## src/hw/rtl/tmsf_pkg.sv

```systemverilog
// Shared constants, command/status types and helpers for the trimmed-mean filter.
// No dependencies; used by the controller, the datapath and the top level.
`default_nettype none

package tmsf_pkg;

    // sizing
    localparam int MAX_WINDOW  = 64;
    localparam int SAMPLE_BITS = 12;
    localparam int IN_W        = 12;                            // sample field width
    localparam int OUT_W       = 12;                            // result field width
    localparam int WLEN_W      = 7;                             // window length register
    localparam int CNT_W       = $clog2(MAX_WINDOW + 1);        // holds MAX_WINDOW itself
    localparam int SUM_W       = SAMPLE_BITS + $clog2(MAX_WINDOW);
    localparam int DIV_W       = $clog2(MAX_WINDOW);            // divisor, up to MAX_WINDOW-2
    localparam int STEP_W      = $clog2(SUM_W + 1);             // divider step counter

    // register map
    localparam int  PADDR_W     = 2;
    localparam logic [PADDR_W-1:0] ADDR_WLEN = PADDR_W'(0);
    localparam logic [WLEN_W-1:0]  WLEN_RESET = WLEN_W'(10);

    // controller -> datapath
    typedef struct packed {
        logic capture;   // latch incoming sample word
        logic accum;     // fold latched sample into sum/min/max
        logic load;      // start divide, clear window accumulators
        logic div_step;  // one restoring-divide step
        logic out_load;  // move quotient into output register
    } t_cmd;

    // datapath -> controller
    typedef struct packed {
        logic last;      // sample being folded closes the window
        logic div_last;  // current divide step is the final one
        logic out_free;  // output register can take a new word
    } t_sts;

    // window length clamped to 3..MAX_WINDOW
    function automatic logic [CNT_W-1:0] eff_length(input logic [WLEN_W-1:0] wl);
        logic [CNT_W-1:0] n;
        if (int'(wl) < 3) begin
            n = CNT_W'(3);
        end else if (int'(wl) > MAX_WINDOW) begin
            n = CNT_W'(MAX_WINDOW);
        end else begin
            n = CNT_W'(wl);
        end
        return n;
    endfunction

endpackage

`default_nettype wire

```

## src/hw/rtl/trimmed_mean_sample_filter_unit.sv

```systemverilog
// Trimmed-mean filter top: APB window-length register, tmsf_ctrl and tmsf_dp (tmsf_pkg).
// A word that does not close a window is accepted and then accumulated. A closing word then
// also runs load, the bit-serial divide and the output stage, where its mean is loaded into
// the output register. An output register parts input and output: the next window's words
// are taken while a mean waits; the next close stalls until it is taken.
// Synchronous active-low reset: window length 10, accumulators cleared, no mean pending.
`default_nettype none

module trimmed_mean_sample_filter_unit (
    input  wire                            i_clk,
    input  wire                            i_rst_n,
    // sample channel
    input  wire                            i_sample_valid,
    output logic                           o_sample_ready,
    input  wire  [tmsf_pkg::IN_W-1:0]      i_sample,
    // result channel
    output logic                           o_trimmed_mean_valid,
    input  wire                            i_trimmed_mean_ready,
    output logic [tmsf_pkg::OUT_W-1:0]     o_trimmed_mean,
    // configuration
    input  wire                            psel,
    input  wire                            penable,
    input  wire                            pwrite,
    input  wire  [tmsf_pkg::PADDR_W-1:0]   paddr,
    input  wire  [31:0]                    pwdata,
    output logic [31:0]                    prdata,
    output logic                           pready
);

    logic [tmsf_pkg::WLEN_W-1:0] r_wlen;
    tmsf_pkg::t_cmd              w_cmd;
    tmsf_pkg::t_sts              w_sts;

    // window length register
    always_ff @(posedge i_clk) begin
        if (!i_rst_n) begin
            r_wlen <= tmsf_pkg::WLEN_RESET;
        end else if (psel && penable && pwrite && (paddr == tmsf_pkg::ADDR_WLEN)) begin
            r_wlen <= pwdata[tmsf_pkg::WLEN_W-1:0];
        end
    end

    assign pready = 1'b1;
    assign prdata = (paddr == tmsf_pkg::ADDR_WLEN) ? {(32 - tmsf_pkg::WLEN_W)'(0), r_wlen}
                                                   : 32'd0;

    tmsf_ctrl u_ctrl (
        .i_clk          (i_clk),
        .i_rst_n        (i_rst_n),
        .i_sample_valid (i_sample_valid),
        .o_sample_ready (o_sample_ready),
        .i_sts          (w_sts),
        .o_cmd          (w_cmd)
    );

    tmsf_dp u_dp (
        .i_clk       (i_clk),
        .i_rst_n     (i_rst_n),
        .i_sample    (i_sample),
        .i_wlen      (r_wlen),
        .i_cmd       (w_cmd),
        .o_sts       (w_sts),
        .i_out_ready (i_trimmed_mean_ready),
        .o_out_valid (o_trimmed_mean_valid),
        .o_out       (o_trimmed_mean)
    );

endmodule

`default_nettype wire

```

## src/hw/rtl/tmsf_ctrl.sv

```systemverilog
// Sequencing state machine for the trimmed-mean filter.
// Depends on tmsf_pkg (t_cmd, t_sts); drives tmsf_dp through commands.
`default_nettype none

module tmsf_ctrl (
    input  wire              i_clk,
    input  wire              i_rst_n,
    input  wire              i_sample_valid,
    output logic             o_sample_ready,
    input  tmsf_pkg::t_sts   i_sts,
    output tmsf_pkg::t_cmd   o_cmd
);

    localparam logic [2:0] ST_IDLE = 3'd0;
    localparam logic [2:0] ST_ACC  = 3'd1;
    localparam logic [2:0] ST_LOAD = 3'd2;
    localparam logic [2:0] ST_DIV  = 3'd3;
    localparam logic [2:0] ST_OUT  = 3'd4;

    logic [2:0] r_state;
    logic [2:0] n_state;

    // next state
    always_comb begin
        n_state = r_state;
        case (r_state)
            ST_IDLE: if (i_sample_valid) n_state = ST_ACC;
            ST_ACC:  n_state = i_sts.last ? ST_LOAD : ST_IDLE;
            ST_LOAD: n_state = ST_DIV;
            ST_DIV:  if (i_sts.div_last) n_state = ST_OUT;
            ST_OUT:  if (i_sts.out_free) n_state = ST_IDLE;
            default: n_state = ST_IDLE;
        endcase
    end

    always_ff @(posedge i_clk) begin
        if (!i_rst_n) begin
            r_state <= ST_IDLE;
        end else begin
            r_state <= n_state;
        end
    end

    // commands
    always_comb begin
        o_cmd          = '0;
        o_sample_ready = (r_state == ST_IDLE);
        o_cmd.capture  = (r_state == ST_IDLE) && i_sample_valid;
        o_cmd.accum    = (r_state == ST_ACC);
        o_cmd.load     = (r_state == ST_LOAD);
        o_cmd.div_step = (r_state == ST_DIV);
        o_cmd.out_load = (r_state == ST_OUT) && i_sts.out_free;
    end

    // a window close always runs the full divide before the output stage
    a_load_to_div: assert property (@(posedge i_clk) disable iff (!i_rst_n)
        (r_state == ST_LOAD) |=> (r_state == ST_DIV))
        else $error("load not followed by divide");

    a_out_after_div: assert property (@(posedge i_clk) disable iff (!i_rst_n)
        (r_state == ST_OUT) |-> ($past(r_state) == ST_DIV || $past(r_state) == ST_OUT))
        else $error("output stage entered without divide");

    a_accept_idle: assert property (@(posedge i_clk) disable iff (!i_rst_n)
        o_cmd.capture |=> (r_state == ST_ACC))
        else $error("accepted word not accumulated");

endmodule

`default_nettype wire

```

## src/hw/rtl/tmsf_dp.sv

```systemverilog
// Datapath: window accumulators, restoring serial divider and output register.
// Depends on tmsf_pkg; steered by tmsf_ctrl commands.
`default_nettype none

module tmsf_dp (
    input  wire                                i_clk,
    input  wire                                i_rst_n,
    input  wire  [tmsf_pkg::IN_W-1:0]          i_sample,
    input  wire  [tmsf_pkg::WLEN_W-1:0]        i_wlen,
    input  tmsf_pkg::t_cmd                     i_cmd,
    output tmsf_pkg::t_sts                     o_sts,
    input  wire                                i_out_ready,
    output logic                               o_out_valid,
    output logic [tmsf_pkg::OUT_W-1:0]         o_out
);

    localparam int SB = tmsf_pkg::SAMPLE_BITS;
    localparam int CW = tmsf_pkg::CNT_W;
    localparam int SW = tmsf_pkg::SUM_W;
    localparam int DW = tmsf_pkg::DIV_W;
    localparam int TW = tmsf_pkg::STEP_W;

    logic [SB-1:0] r_sample;
    logic [CW-1:0] r_count;
    logic [SW-1:0] r_sum;
    logic [SB-1:0] r_min;
    logic [SB-1:0] r_max;
    logic [DW-1:0] r_divisor;
    logic [DW-1:0] r_rem;
    logic [SW-1:0] r_quo;
    logic [TW-1:0] r_step;
    logic          r_out_valid;
    logic [tmsf_pkg::OUT_W-1:0] r_out;

    logic [CW-1:0] n_len;
    logic [CW:0]   n_count_inc;
    logic [DW:0]   n_shift;
    logic          n_fits;

    assign n_len       = tmsf_pkg::eff_length(i_wlen);
    assign n_count_inc = {1'b0, r_count} + (CW+1)'(1);
    assign n_shift     = {r_rem, r_quo[SW-1]};
    assign n_fits      = (n_shift >= {1'b0, r_divisor});

    // capture incoming word
    always_ff @(posedge i_clk) begin
        if (i_cmd.capture) begin
            r_sample <= i_sample[SB-1:0];
        end
    end

    // window accumulators
    always_ff @(posedge i_clk) begin
        if (!i_rst_n || i_cmd.load) begin
            r_count <= '0;
            r_sum   <= '0;
            r_min   <= '1;
            r_max   <= '0;
        end else if (i_cmd.accum) begin
            r_count <= n_count_inc[CW-1:0];
            r_sum   <= r_sum + SW'(r_sample);
            if (r_sample < r_min) r_min <= r_sample;
            if (r_sample > r_max) r_max <= r_sample;
        end
    end

    // restoring divider, one quotient bit per step
    always_ff @(posedge i_clk) begin
        if (!i_rst_n) begin
            r_step <= '0;
        end else if (i_cmd.load) begin
            r_quo     <= r_sum - SW'(r_min) - SW'(r_max);
            r_divisor <= DW'(n_len - CW'(2));
            r_rem     <= '0;
            r_step    <= TW'(SW);
        end else if (i_cmd.div_step) begin
            r_rem  <= n_fits ? DW'(n_shift - {1'b0, r_divisor}) : n_shift[DW-1:0];
            r_quo  <= {r_quo[SW-2:0], n_fits};
            r_step <= r_step - TW'(1);
        end
    end

    // output register
    always_ff @(posedge i_clk) begin
        if (!i_rst_n) begin
            r_out_valid <= 1'b0;
        end else if (i_cmd.out_load) begin
            r_out_valid <= 1'b1;
        end else if (i_out_ready) begin
            r_out_valid <= 1'b0;
        end
    end

    always_ff @(posedge i_clk) begin
        if (i_cmd.out_load) begin
            r_out <= r_quo[tmsf_pkg::OUT_W-1:0];
        end
    end

    // status
    assign o_sts.last     = (n_count_inc >= {1'b0, n_len});
    assign o_sts.div_last = (r_step == TW'(1));
    assign o_sts.out_free = !r_out_valid || i_out_ready;
    assign o_out_valid    = r_out_valid;
    assign o_out          = r_out;

    a_step_init: assert property (@(posedge i_clk) disable iff (!i_rst_n)
        i_cmd.load |=> (r_step == TW'(SW)))
        else $error("divider step count not loaded");

    a_min_max: assert property (@(posedge i_clk) disable iff (!i_rst_n)
        (r_count != '0) |-> (r_min <= r_max))
        else $error("running min above running max");

    a_count_bound: assert property (@(posedge i_clk) disable iff (!i_rst_n)
        int'(r_count) <= tmsf_pkg::MAX_WINDOW)
        else $error("sample count beyond window limit");

    a_out_hold: assert property (@(posedge i_clk) disable iff (!i_rst_n)
        (r_out_valid && !i_out_ready) |=> (r_out_valid && $stable(r_out)))
        else $error("pending result word lost");

endmodule

`default_nettype wire
```

## config.mk

```make
export PLATFORM = sky130hd
export DESIGN_NAME = trimmed_mean_sample_filter_unit
export DESIGN_NICKNAME = d
export VERILOG_FILES = /design/src/hw/rtl/tmsf_pkg.sv /design/src/hw/rtl/trimmed_mean_sample_filter_unit.sv /design/src/hw/rtl/tmsf_ctrl.sv /design/src/hw/rtl/tmsf_dp.sv
export SDC_FILE = /design/constraint.sdc
export NUM_CORES = 1
export LEC_CHECK = 0
export BUFFER_PORTS_ARGS = -buffer_cell sky130_fd_sc_hd__buf_2
export CORE_MARGIN = 2
export CORE_UTILIZATION = 49
export DETAILED_ROUTE_END_ITERATION = 12
export GPL_TIMING_DRIVEN = 0
export MAX_ROUTING_LAYER = met4
export PLACE_DENSITY = 0.7
export RECOVER_POWER = 100
export SYNTH_ARGS = -nofsm -noshare
export SYNTH_HDL_FRONTEND = slang
export SYNTH_SLANG_ARGS = --single-unit
```

## constraint.sdc

```tcl
create_clock -name i_clk -period 3.6 [get_ports i_clk]
set_input_delay 0.36 -clock i_clk [delete_from_list [all_inputs] [get_ports i_clk]]
set_output_delay 0.36 -clock i_clk [all_outputs]
set_load 0.005 [all_outputs]
```

* Word-level counts from Yosys, hierarchy flattened
Index checks and enable logic that the tools add are counted.
W data, S select, Z words.
** Word-level totals
- Register bits after elaboration :: 119
- Bits of input ports :: 53
- Output and inout bits :: 47
- Word-level logic and storage cells :: 71
** Cells by class
- Add/sub/neg operators :: 7
- Magnitude comparators :: 6
- Equal/unequal tests :: 8
- Muxes and demuxes :: 16
- Bitwise gates (word level) :: 1
- Reduce and logical (&&, ||, !) cells :: 19
** Operator list (count)
- $mux W18 :: 2
- $sub A18 B12 Y18 :: 2
- $mux W7 :: 3
- $add A18 B12 Y18 :: 1
- $pmux W3 S5 :: 1
- $gt A12 B12 Y1 :: 1
- $lt A12 B12 Y1 :: 1
- $mux W6 :: 2
- $mux W5 :: 2
- $mux W3 :: 3
- $add A7 B1 Y8 const B :: 1
- $ge A8 B7 Y1 :: 1
- $reduce_and A2 Y1 :: 4
- $ge A7 B6 Y1 :: 1
- $gt A7 B7 Y1 const B :: 1
- $lt A7 B2 Y1 const B :: 1
- $eq A3 B2 Y1 const B :: 2
- $sub A6 B2 Y6 const B :: 1
- $sub A6 B6 Y6 :: 1
- $eq A5 B1 Y1 const B :: 1
- $logic_and A1 B1 Y1 :: 5
- $sub A5 B1 Y5 const B :: 1
- $ne A2 B1 Y1 const B :: 2
- $reduce_bool A2 Y1 :: 2
- other kinds (12) :: 15

* Longest topological paths before layout
Gate-level depths: netlist of the first run.
- Word-level depth :: 6
- Gate-level depth with buffers :: 10
- Mapped depth without buffers :: 10

* By module
Synthesis of the first run repeated with hierarchy kept, for this count alone.
** Second synthesis, totals
- Cells, all modules :: 781
- Area total of the unflattened synthesis :: 7548.5 µm²
** Modules (own cells, without submodules)
- tmsf_dp :: instances 1, cells an instance 692, area an instance 6800.3 µm², sequential area each 2722.6 µm²
- trimmed_mean_sample_filter_unit :: instances 1, cells an instance 68, area an instance 550.5 µm², sequential area each 140.1 µm²
- tmsf_ctrl :: instances 1, cells an instance 21, area an instance 197.7 µm², sequential area each 60.1 µm²

* Worst setup path after synthesis of the first run
No wires, ideal clock.
- Path type :: register -> register
- Start point :: register u_dp.r_max[2]
- End point :: register u_dp.r_quo[14], data pin
- Setup time :: 0.152 ns
- Data arrival time :: 2.433 ns
- Data required time :: 3.448 ns
- Slack :: 1.016 ns
- Stages on the path, launching flop included :: 10
- Buffers on the path :: 0
- Period minus slack after synthesis :: 2.584 ns
- Cell sequence :: dfxtp_1 -> inv_1 -> fa_1 -> ha_1 -> nor2b_4 -> o31a_1 -> o21ai_2 -> a211oi_1 -> or4b_1 -> a31oi_1
** On the way
- Longest elaborated chain between the ends :: 2
** RTL lines
- start, declared :: RTL line tmsf_dp.sv:27 : logic [SB-1:0] r_max;
- start signal, assigned :: RTL line tmsf_dp.sv:63 : if (r_sample > r_max) r_max <= r_sample;
- $sub A18 B12 Y18 :: RTL line tmsf_dp.sv:72 : r_quo <= r_sum - SW'(r_min) - SW'(r_max);
- $mux W18 :: RTL line tmsf_dp.sv:71 : end else if (i_cmd.load) begin
- end signal, assigned :: RTL line tmsf_dp.sv:72
- end signal, assigned :: RTL line tmsf_dp.sv:78 : r_quo <= {r_quo[SW-2:0], n_fits};
- end, declared :: RTL line tmsf_dp.sv:30 : logic [SW-1:0] r_quo;
No other way between the ends.
A chain may end at the register's enable or synchronous reset.

* Worst setup path in the final report of the first run
- Start point :: register u_dp.r_max[2]
- End point :: register u_dp.r_quo[16], data pin
The elaborated chain is that of the path after synthesis.

==> reports/results.tsv, run 1 <==
stage	metric	value	unit
hold_path	Hold Path Class	in2reg	
critical_path	crit path kind	reg2reg	
yosys	area share of fa/ha/maj cells after synthesis	0.152	
yosys	Synth area leaders	edfxtp_1 (22%), dfxtp_1 (18%), ha_1 (11%)	
timing	Slew Limit Fails	25	
yosys	post-synthesis async set-or-reset flop share	0	
detailed_routing	post-route antenna net violation count	0	
die	die width	126	µm
timing	post-route clock period utilization	0.804	
yosys	combinational family with the most area after synthesis	simple AND/OR/NAND/NOR gates	
placement	dpl ws	0.727	ns
clocking	cts repair resizes	0	
yosys	Synth Flop Type	dfxtp_1	
timing	unrepaired setup endpoints after global routing	no	
detailed_routing	Residual DRC	0	
clocking	CTS Root Cell	clkbuf_16	
critical_path	CP most frequent cell	o21ai_0	
clocking	TritonCTS clock tree	done	
timing	setup ws final	0.707	ns
detailed_routing	Vias/cell	5.23	
yosys	#FFs+latches synth	119	
die	Initial Util	0.504	
placement	GP Congestion	0.900	
critical_path	CP max stage delay	0.48	ns
yosys	synth cell count leaders	nand2_1 (85), ha_1 (67), dfxtp_1 (65)	
global_route	initial antenna violation count	0	
yosys	simple-gate share of the synthesized area	0.154	
final_layout	area delta synth->final	15.2	%
die	die area	0.0160	mm²
final_layout	# nets final	997	
yosys	Post-Syn Instances	772	
clocking	# hold bufs at CTS	0	
flow_run	Max-Cap Viols	1	
pwr	total power	0.00384	W
hold_path	Hold Path Origin	i_sample[5]	
timing	FMAX	346	MHz
yosys	Yosys Warn Count	0	
clocking	Clock Sink Count	119	
placement	post-DP HPWL	11.7	mm
detailed_routing	initial DRC count	380	
yosys	top cell type's share of synthesized area	0.221	
clocking	worst skew pair latency	0.43	ns
clocking	CTS max path bufs	2	
yosys	Netlist Area Pre-Place	0.00735	mm²
yosys	Yosys top cell by area	edfxtp_1	
detailed_routing	Pre-antenna DRT Iters	5	
pwr	Peak VDD IR	0.273	mV
die	CORE AREA	0.0146	mm²
yosys	Netlist cell types	56	
status	failing checks	capacitance limit, slew limit	
clocking	clock-pin slew on the worst setup and hold paths	0.06	ns
detailed_routing	drt total wl	15.2	mm
die	chip height	126	µm
yosys	Post-Synth XOR/XNOR Area	0.0477	
critical_path	CP max stage cell	fa_1	
critical_path	Worst Path Required	3.74	ns
critical_path	r2r setup slk	0.71	ns
global_route	GRT Overall Usage	0.204	
final_layout	n_diodes	0	
yosys	Mean Syn Cell Area	9.52	µm²
critical_path	Worst setup EP type	flop	
clocking	H-tree depth	4	
pwr	Pleak	3.78	nW
detailed_routing	via count	5539	
die	Cell Rows	44	
final_layout	share of cells above drive strength 1	0.121	
timing	setup TNS	0	ns
timing	relative slew slack	-0.0478	
critical_path	worst-path fanout max	4	
clocking	CTS buffer count	17	
critical_path	crit path cell chain	inv_1, fa_1, ha_1, nor2b_1, o31a_1, o21ai_0, o221ai_1, xnor2_1, o21ai_0	
clocking	Post-CTS Repair Setup Buffers	0	
critical_path	arrival time worst endpoint	3.04	ns
timing	post-layout min period	2.89	ns
global_route	largest net degree at the start of global routing	25	
yosys	sequential area share after synthesis	0.398	
die	IO Pins	100	
timing	Worst-Margin Slew	1.57	ns
pwr	power per cell area	454	mW/mm²
yosys	mux share of post-synthesis cell area	0.0490	
critical_path	Setup crit start	u_dp.r_max[2]	
global_route	gr ovfl total	0	
global_route	first-pass GRT wire length	25.0	mm
global_route	vias in the first global route	5149	
timing	clk_skew	0.00769	ns
status	status	finished with violations	
yosys	top-count cell post-synth	nand2_1	
timing	final setup fails	0	
critical_path	critical path launch point type	flop	
detailed_routing	WL/cell	14.3	µm
timing	endpoints failing hold	0	
critical_path	RR Startpoint	u_dp.r_max[2]	
yosys	post-synthesis compound-gate area fraction	0.129	
placement	port bufs	48	
yosys	Post-synth EDFFs	54	
layout make-up:
type | instances | area, µm²
well taps | 184 | 230
multi-input cells | 573 | 4000
repair buffers | 48 | 230
clock buffers | 21 | 493
clock inverters | 11 | 95.1
fillers | 1286 | 6120
flip-flops and latches | 119 | 2920
inverters | 53 | 199
plain buffers | 51 | 299
critical path, delay by kind of cell (launching register included):
kind / cells / cell delay (ns)
simple gates: 1 / 0.16
fa+ha+maj: 2 / 0.84
xor+xnor: 1 / 0.17
compound gates: 4 / 1.03
buf+inv: 1 / 0.08
flops: 1 / 0.32
cells in the final DEF (no fill, tap or decap), types with 3 or more instances in the layout:
cell type and count:
nand2_1 85, ha_1 67, dfxtp_1 65, edfxtp_1 54, inv_1 53, nor2_1 49
a21oi_1 45, buf_2 42, o21ai_0 41, mux2i_1 36, clkbuf_1 29, buf_4 28
nand3_1 27, conb_1 26, xnor2_1 22, clkbuf_16 19, xor2_1 18, nand4_1 16
fa_1 14, nor2b_1 13, a21o_1 11, nand2b_1 10, nor3_1 8, o21a_1 8
a211oi_1 8, o211ai_1 7, and2_0 6, and3_1 5, nor4_1 5, o31ai_1 5
o21bai_1 4, and2_1 4, clkinv_2 4, clkinvlp_4 4, a31oi_1 3, a31o_2 3
nor3b_1 3, a21boi_0 3
logic make-up (layout without fill, tap and decap cells):
logic type,Yosys count,in the layout
adder cells (fa/ha/maj),81,81
AO/OA/AOI/OAI,152,152
other,2,26
AND/OR/NAND/NOR,238,238
XOR/XNOR,40,40
multiplexers,36,36
buffers and inverters,104,184
flip-flops,119,119
flip-flops by register name, summed over array words and instances (netlist names), 3 cells and up:
signal          flops
u_dp.r_sample      12
u_dp.r_step         5
u_dp.r_count        7
u_dp.r_rem          6
u_dp.r_max         12
u_ctrl.r_state      3
u_dp.r_sum         18
u_dp.o_out         12
u_dp.r_min         12
u_dp.r_quo         18
u_dp.r_divisor      6
r_wlen              7
routing by layer:
metal / vias to the layer above / share of wire / track usage
li1: 2865 / - / -
met1: 2527 / 0.49 / 0.269
met2: 118 / 0.44 / 0.305
met3: 29 / 0.043 / 0.0405
met4: 0 / 0.026 / 0.0905
met5: - / 0 / -
stage by stage:
stage | area (µm²) | instances | util | hold slack, ns
final | 8470 | 1060 | 0.581 | 0.105
after global routing | 8470 | 1060 | 0.581 | 0.0896
after CTS | 8500 | 1060 | 0.583 | 0.0869
after detailed placement | 7910 | 1028 | 0.542 | 0.443
after global placement | 7910 | 1028 | 0.542 | 0.434
after floorplan | 7440 | 796 | - | 0.426
final timing paths:
check,to,cells past startpoint
worst max-delay path,u_dp.r_quo[16],9
worst min-delay path,u_dp.r_sample[5],1
worst max register to register,u_dp.r_quo[16],9
worst min register to register,u_dp.o_out[8],0
where the power goes:
group / internal [W] / switching (W)
sequential: 0.00145 / 0.0000372
clock: 0.00104 / 0.000606
combinational: 0.000300 / 0.000404
Power figures use the tool's default switching activity.
==> run 2, diff against run 1 <==
Clock period 3.6 ns to 2.8 ns, I/O delays scaled along.
==> reports/results.tsv, run 2 (same netlist as run 1, synthesis figures left out) <==
stage	metric	value	unit	change
status	status	finished clean		
final_layout	share of cells above drive strength 1	0.129		+0.00814
pwr	power share of the combinational group	0.188		+0.005
global_route	met2 Usage GRT	0.305		unchanged
detailed_routing	post-route antenna net violation count	0		unchanged
detailed_routing	via count	5557		+0.32%
global_route	vias in the first global route	5149		unchanged
timing	post-route clock period utilization	0.971		+0.167
clocking	CTS buffer count	17		unchanged
die	Initial Util	0.504		unchanged
pwr	Flop pwr share	0.386		-0.002
critical_path	Crit path buffers/inverters	1		unchanged
critical_path	arrival time worst endpoint	2.99	ns	-0.05 ns
die	die area	0.0160	mm²	unchanged
global_route	GRT Overall Usage	0.204		unchanged
die	Cell Rows	44		unchanged
final_layout	commonest non-fill, non-tap cells in the layout	nand2_1 (85), ha_1 (66), dfxtp_1 (65)		
critical_path	crit path cell chain	inv_1, fa_1, ha_4, nor2b_4, o31a_1, o21ai_2, a211oi_2, or4b_1, a31oi_1		
clocking	TritonCTS clock tree	done		
pwr	Sw Ratio	0.274		+0.00124
placement	port bufs	48		unchanged
placement	dpl ws	-0.0729	ns	-0.800 ns
timing	unrepaired setup endpoints after global routing	yes		
clocking	Clock Sink Count	119		unchanged
final_layout	Layout Cells excl Fill	1059		-0.094%
detailed_routing	Vias/cell	5.25		+0.42%
clocking	clock-pin slew on the worst setup and hold paths	0.06	ns	about the same
timing	setup ws final	0.0822	ns	-0.625 ns
pwr	Pleak	3.78	nW	+0.20%
placement	Placed Cells	1028		unchanged
clocking	CTS Root Cell	clkbuf_16		
final_layout	n_diodes	0		unchanged
critical_path	Worst Path Required	3.07	ns	-0.67 ns
pwr	switching power	0.00136	W	+30%
final_layout	fillers	1289		+0.23%
placement	post-DP HPWL	11.7	mm	unchanged
final_layout	most common cell after layout, fill and taps aside	nand2_1		
global_route	gr ovfl total	0		unchanged
detailed_routing	WL/cell	14.5	µm	+1.0%
die	die width	126	µm	unchanged
detailed_routing	initial DRC count	397		+4.5%
timing	clk_skew	0.00751	ns	-0.000183 ns
detailed_routing	drt total wl	15.3	mm	+0.90%
final_layout	area delta synth->final	15.7	%	
global_route	first-pass GRT wire length	25.0	mm	unchanged
timing	post-layout min period	2.72	ns	-0.175 ns
detailed_routing	Pre-antenna DRT Iters	5		unchanged
critical_path	CP max stage cell	fa_1		
timing	FMAX	368	MHz	+6.4%
clocking	CTS max path bufs	2		unchanged
die	CORE AREA	0.0146	mm²	unchanged
global_route	met3 Track Usage GR	0.0405		unchanged
hold_path	Hold Path Class	in2reg		
clocking	H-tree depth	4		unchanged
critical_path	Worst setup EP type	flop		
critical_path	critical path launch point type	flop		
pwr	power per cell area	584	mW/mm²	+29%
timing	endpoints failing hold	0		unchanged
pwr	Peak VDD IR	0.349	mV	+28%
global_route	largest net degree at the start of global routing	25		unchanged
clocking	# hold bufs at CTS	0		unchanged
global_route	grt peak-use layer	met2		
pwr	Int Pwr	0.00361	W	+29%
global_route	initial antenna violation count	0		unchanged
timing	Slew Limit Fails	0		-100%
timing	final setup fails	0		unchanged
clocking	worst skew pair latency	0.42	ns	about the same
timing	Worst-Margin Slew	1.09	ns	-0.483 ns
critical_path	crit path kind	reg2reg		
global_route	GR Util met1	0.269		unchanged
pwr	total power	0.00497	W	+29%
final_layout	# nets final	996		-0.10%
flow_run	Max-Cap Viols	0		-1
critical_path	Top Family by Delay on Critical Path	adder cells		
critical_path	CP max stage delay	0.58	ns	+0.10 ns
die	chip height	126	µm	unchanged
die	IO Pins	100		unchanged
placement	GP Congestion	0.900		unchanged
final_layout	biggest registers after layout	u_dp.r_quo: 18 flops, u_dp.r_sum: 18 flops		
timing	relative slew slack	0.275		+0.323
critical_path	worst-path fanout max	4		unchanged
detailed_routing	Residual DRC	0		unchanged
pwr	Clk pwr share	0.427		-0.002
run 2: cell types whose count changed in the layout (fill, tap and decap cells not counted), sizes merged:
cell,change
buf,-1
run 2: path summary, 6_finish.rpt:
path	start	end	slack, ns	cells past startpoint
worst max register to register	u_dp.r_min[2]	u_dp.r_quo[14]	0.08	9
worst min register to register	u_dp.r_quo[8]	u_dp.o_out[8]	0.45	0
worst max-delay path	u_dp.r_min[2]	u_dp.r_quo[14]	0.08	9
worst min-delay path	i_sample[5]	u_dp.r_sample[5]	0.03	1
run 2: layer usage:
| metal | up-vias | routed length (µm) |
|---|---|---|
| met4 | 0 | 401 |
| li1 | 2855 | - |
| met1 | 2545 | 7560 |
| met2 | 128 | 6760 |
| met3 | 29 | 630 |
| met5 | - | 0 |
run 2: timing repair:
item / CTS / global route
endpoints found under the hold margin: 0 / 0
setup buffers: 0 / 0
endpoints found under the setup margin: 3 / 8
pin swaps: 0 / 1
gates resized for setup: 1 / 5
run 2: power groups by stage:
stage | sequential, W | combinational (W) | clock, W
final | 0.00192 | 0.000932 | 0.00212
after global routing | 0.00192 | 0.00104 | 0.00222
after CTS | 0.00191 | 0.000912 | 0.00217
after detailed placement | 0.00195 | 0.000896 | 0
after global placement | 0.00195 | 0.000887 | 0
after floorplan | 0.00194 | 0.000697 | 0
run 2: final cells by class:
| class | instances | area, µm² | area share |
|---|---|---|---|
| sequential | 119 | 2920 | 0.344 |
| inverter | 53 | 199 | 0.0234 |
| tap | 184 | 230 | 0.0271 |
| clock buffer | 21 | 493 | 0.0580 |
| buffer | 50 | 298 | 0.0350 |
| multi-input combinational | 573 | 4040 | 0.475 |
| clock inverter | 11 | 95.1 | 0.0112 |
| timing repair buffer | 48 | 229 | 0.0269 |
run 2: stage by stage:
step	area (µm²)	utilization	setup TNS (ns)	hold WS, ns
final	8500	0.583	0	0.0272
after global routing	8500	0.583	-0.186	0.00959
after CTS	8500	0.583	0	0.00688
after detailed placement	7910	0.542	-0.0858	0.443
after global placement	7910	0.542	-0.115	0.434
after floorplan	7440	-	0	0.379
==> run 3, diff against run 2 <==
Settings changed: CORE_UTILIZATION 49 to 56, PLACE_DENSITY 0.7 to 0.78.
==> reports/results.tsv, run 3 (same netlist as run 1, synthesis figures left out) <==
stage	metric	value	unit	change
clocking	Clock Sink Count	119		unchanged
clocking	Post-CTS Repair Setup Buffers	0		unchanged
die	Cell Rows	41		-6.8%
final_layout	n_diodes	0		unchanged
detailed_routing	Vias/cell	5.39		+2.7%
critical_path	crit path kind	reg2reg		
global_route	largest net degree at the start of global routing	25		unchanged
global_route	vias in the first global route	5430		+5.5%
timing	relative slew slack	0.279		+0.00480
clocking	CTS buffer count	17		unchanged
clocking	worst skew pair latency	0.43	ns	about the same
final_layout	area delta synth->final	15.9	%	
timing	clk_skew	0.00824	ns	+0.000732 ns
die	chip height	119	µm	-6.3%
placement	placed cell area	0.00790	mm²	-0.19%
critical_path	Worst Path Required	3.07	ns	about the same
placement	GP Congestion	0.914		+1.5%
detailed_routing	drt total wl	15.5	mm	+0.67%
flow_run	Max-Cap Viols	0		unchanged
timing	final setup fails	0		unchanged
hold_path	Hold Path Class	in2reg		
pwr	Peak VDD IR	0.346	mV	-0.64%
critical_path	Top Family by Delay on Critical Path	adder cells		
die	Initial Util	0.578		+0.0739
clocking	CTS Root Cell	clkbuf_16		
global_route	gr ovfl total	0		unchanged
final_layout	share of cells above drive strength 1	0.135		+0.00571
die	IO Pins	100		unchanged
detailed_routing	WL/cell	14.8	µm	+1.8%
pwr	power per cell area	592	mW/mm²	+1.3%
clocking	H-tree depth	4		unchanged
timing	post-layout min period	2.78	ns	+0.0639 ns
final_layout	most common cell after layout, fill and taps aside	nand2_1		
critical_path	arrival time worst endpoint	3.05	ns	+0.06 ns
clocking	CTS max path bufs	2		unchanged
placement	port bufs	48		unchanged
global_route	GRT Overall Usage	0.237		+0.0334
pwr	power share of the combinational group	0.191		+0.003
clocking	# hold bufs at CTS	0		unchanged
status	status	finished clean		
final_layout	utilization after layout	0.669		+0.0865
final_layout	# nets final	996		unchanged
placement	post-DP HPWL	11.4	mm	-2.7%
detailed_routing	initial DRC count	375		-5.5%
pwr	Flop pwr share	0.380		-0.006
timing	Worst-Margin Slew	1.08	ns	-0.00720 ns
clocking	TritonCTS clock tree	done		
critical_path	worst-path fanout max	4		unchanged
pwr	Clk pwr share	0.429		+0.002
global_route	first-pass GRT wire length	25.8	mm	+3.2%
timing	unrepaired setup endpoints after global routing	yes		
final_layout	Final Instance Area	0.00852	mm²	+0.15%
detailed_routing	post-route antenna net violation count	0		unchanged
timing	post-route clock period utilization	0.993		+0.0228
pwr	switching power	0.00138	W	+1.7%
critical_path	CP max stage delay	0.61	ns	+0.03 ns
final_layout	biggest registers after layout	u_dp.r_quo: 18 flops, u_dp.r_sum: 18 flops		
die	die width	119	µm	-6.3%
timing	FMAX	359	MHz	-2.3%
die	die area	0.0141	mm²	-12%
global_route	initial antenna violation count	0		unchanged
final_layout	commonest non-fill, non-tap cells in the layout	nand2_1 (85), ha_1 (65), dfxtp_1 (63)		
pwr	Pleak	3.78	nW	about the same
detailed_routing	Residual DRC	0		unchanged
critical_path	Worst setup EP type	flop		
clocking	clock-pin slew on the worst setup and hold paths	0.05	ns	about the same
timing	endpoints failing hold	0		unchanged
final_layout	area of the multi-input gates	0.00406	mm²	+0.46%
critical_path	crit path cell chain	inv_1, fa_2, ha_4, nor2b_4, o31a_1, o21ai_2, a211oi_2, or4b_1, a31oi_1		
critical_path	CP max stage cell	fa_2		
final_layout	register area	0.00293	mm²	about the same
detailed_routing	via count	5643		+1.5%
final_layout	fillers	1067		-17%
critical_path	Crit path buffers/inverters	1		unchanged
critical_path	critical path launch point type	flop		
die	CORE AREA	0.0127	mm²	-13%
pwr	Sw Ratio	0.274		+0.000623
timing	Slew Limit Fails	0		unchanged
detailed_routing	Pre-antenna DRT Iters	5		unchanged
pwr	Int Pwr	0.00366	W	+1.4%
run 3: cell types whose count changed in the layout (fill, tap and decap cells not counted), sizes merged:
cell,change
inv,-1
clkbuf,-4
clkinvlp,+1
bufinv,+1
buf,+3
run 3: power groups by stage:
stage / Combinational (W) / Clock (W) / Sequential [W]
floorplan: 0.000697 / 0 / 0.00194
global placement: 0.000888 / 0 / 0.00195
detailed placement: 0.000900 / 0 / 0.00195
CTS: 0.000921 / 0.00219 / 0.00191
global route: 0.00107 / 0.00226 / 0.00192
finish: 0.000960 / 0.00216 / 0.00192
run 3: final cells by class:
cell class	instances	share of cell area
multi-input combinational	573	0.476
clock buffer	20	0.0549
timing repair buffer	48	0.0273
inverter	53	0.0234
sequential	119	0.343
tap	172	0.0253
clock inverter	12	0.0147
buffer	50	0.0347
run 3: worst reg2reg max path, stage by stage (launching register included):
cell      delay [ns]
dfxtp_2         0.33
inv_1           0.07
fa_2            0.61
ha_4            0.23
nor2b_4         0.13
o31a_1          0.29
o21ai_2         0.18
a211oi_2        0.11
or4b_1          0.51
a31oi_1         0.17
run 3: repair_timing:
item,in CTS,in global routing
pin swaps,0,4
resized for setup,2,9
setup endpoints to repair,4,10
run 3: metrics by stage:
stage	total power, W	hold WS (ns)	instances	setup TNS (ns)	setup slack, ns
final	0.00504	0.0279	1047	0	0.0183
after global routing	0.00525	0.0179	1047	-0.0742	-0.0742
after CTS	0.00502	0.0153	1048	0	0.0280
after detailed placement	0.00285	0.443	1016	-0.207	-0.127
after global placement	0.00284	0.433	1016	-0.0867	-0.0593
after floorplan	0.00263	0.379	796	0	0.216
run 3: path summary, 6_finish.rpt:
path / startpoint / to / slack [ns] / depth (start not counted)
max: u_dp.r_min[2] / u_dp.r_quo[14] / 0.02 / 9
min: i_sample[11] / u_dp.r_sample[11] / 0.03 / 1
max reg2reg: u_dp.r_min[2] / u_dp.r_quo[14] / 0.02 / 9
min reg2reg: u_dp.r_quo[2] / u_dp.o_out[2] / 0.45 / 0
run 3: metal layers:
metal	global-route usage	up-vias	share of wire
met5	-	-	0
met4	0.0900	0	0.018
met3	0.0536	27	0.059
met2	0.361	169	0.45
met1	0.310	2585	0.47
li1	-	2862	-
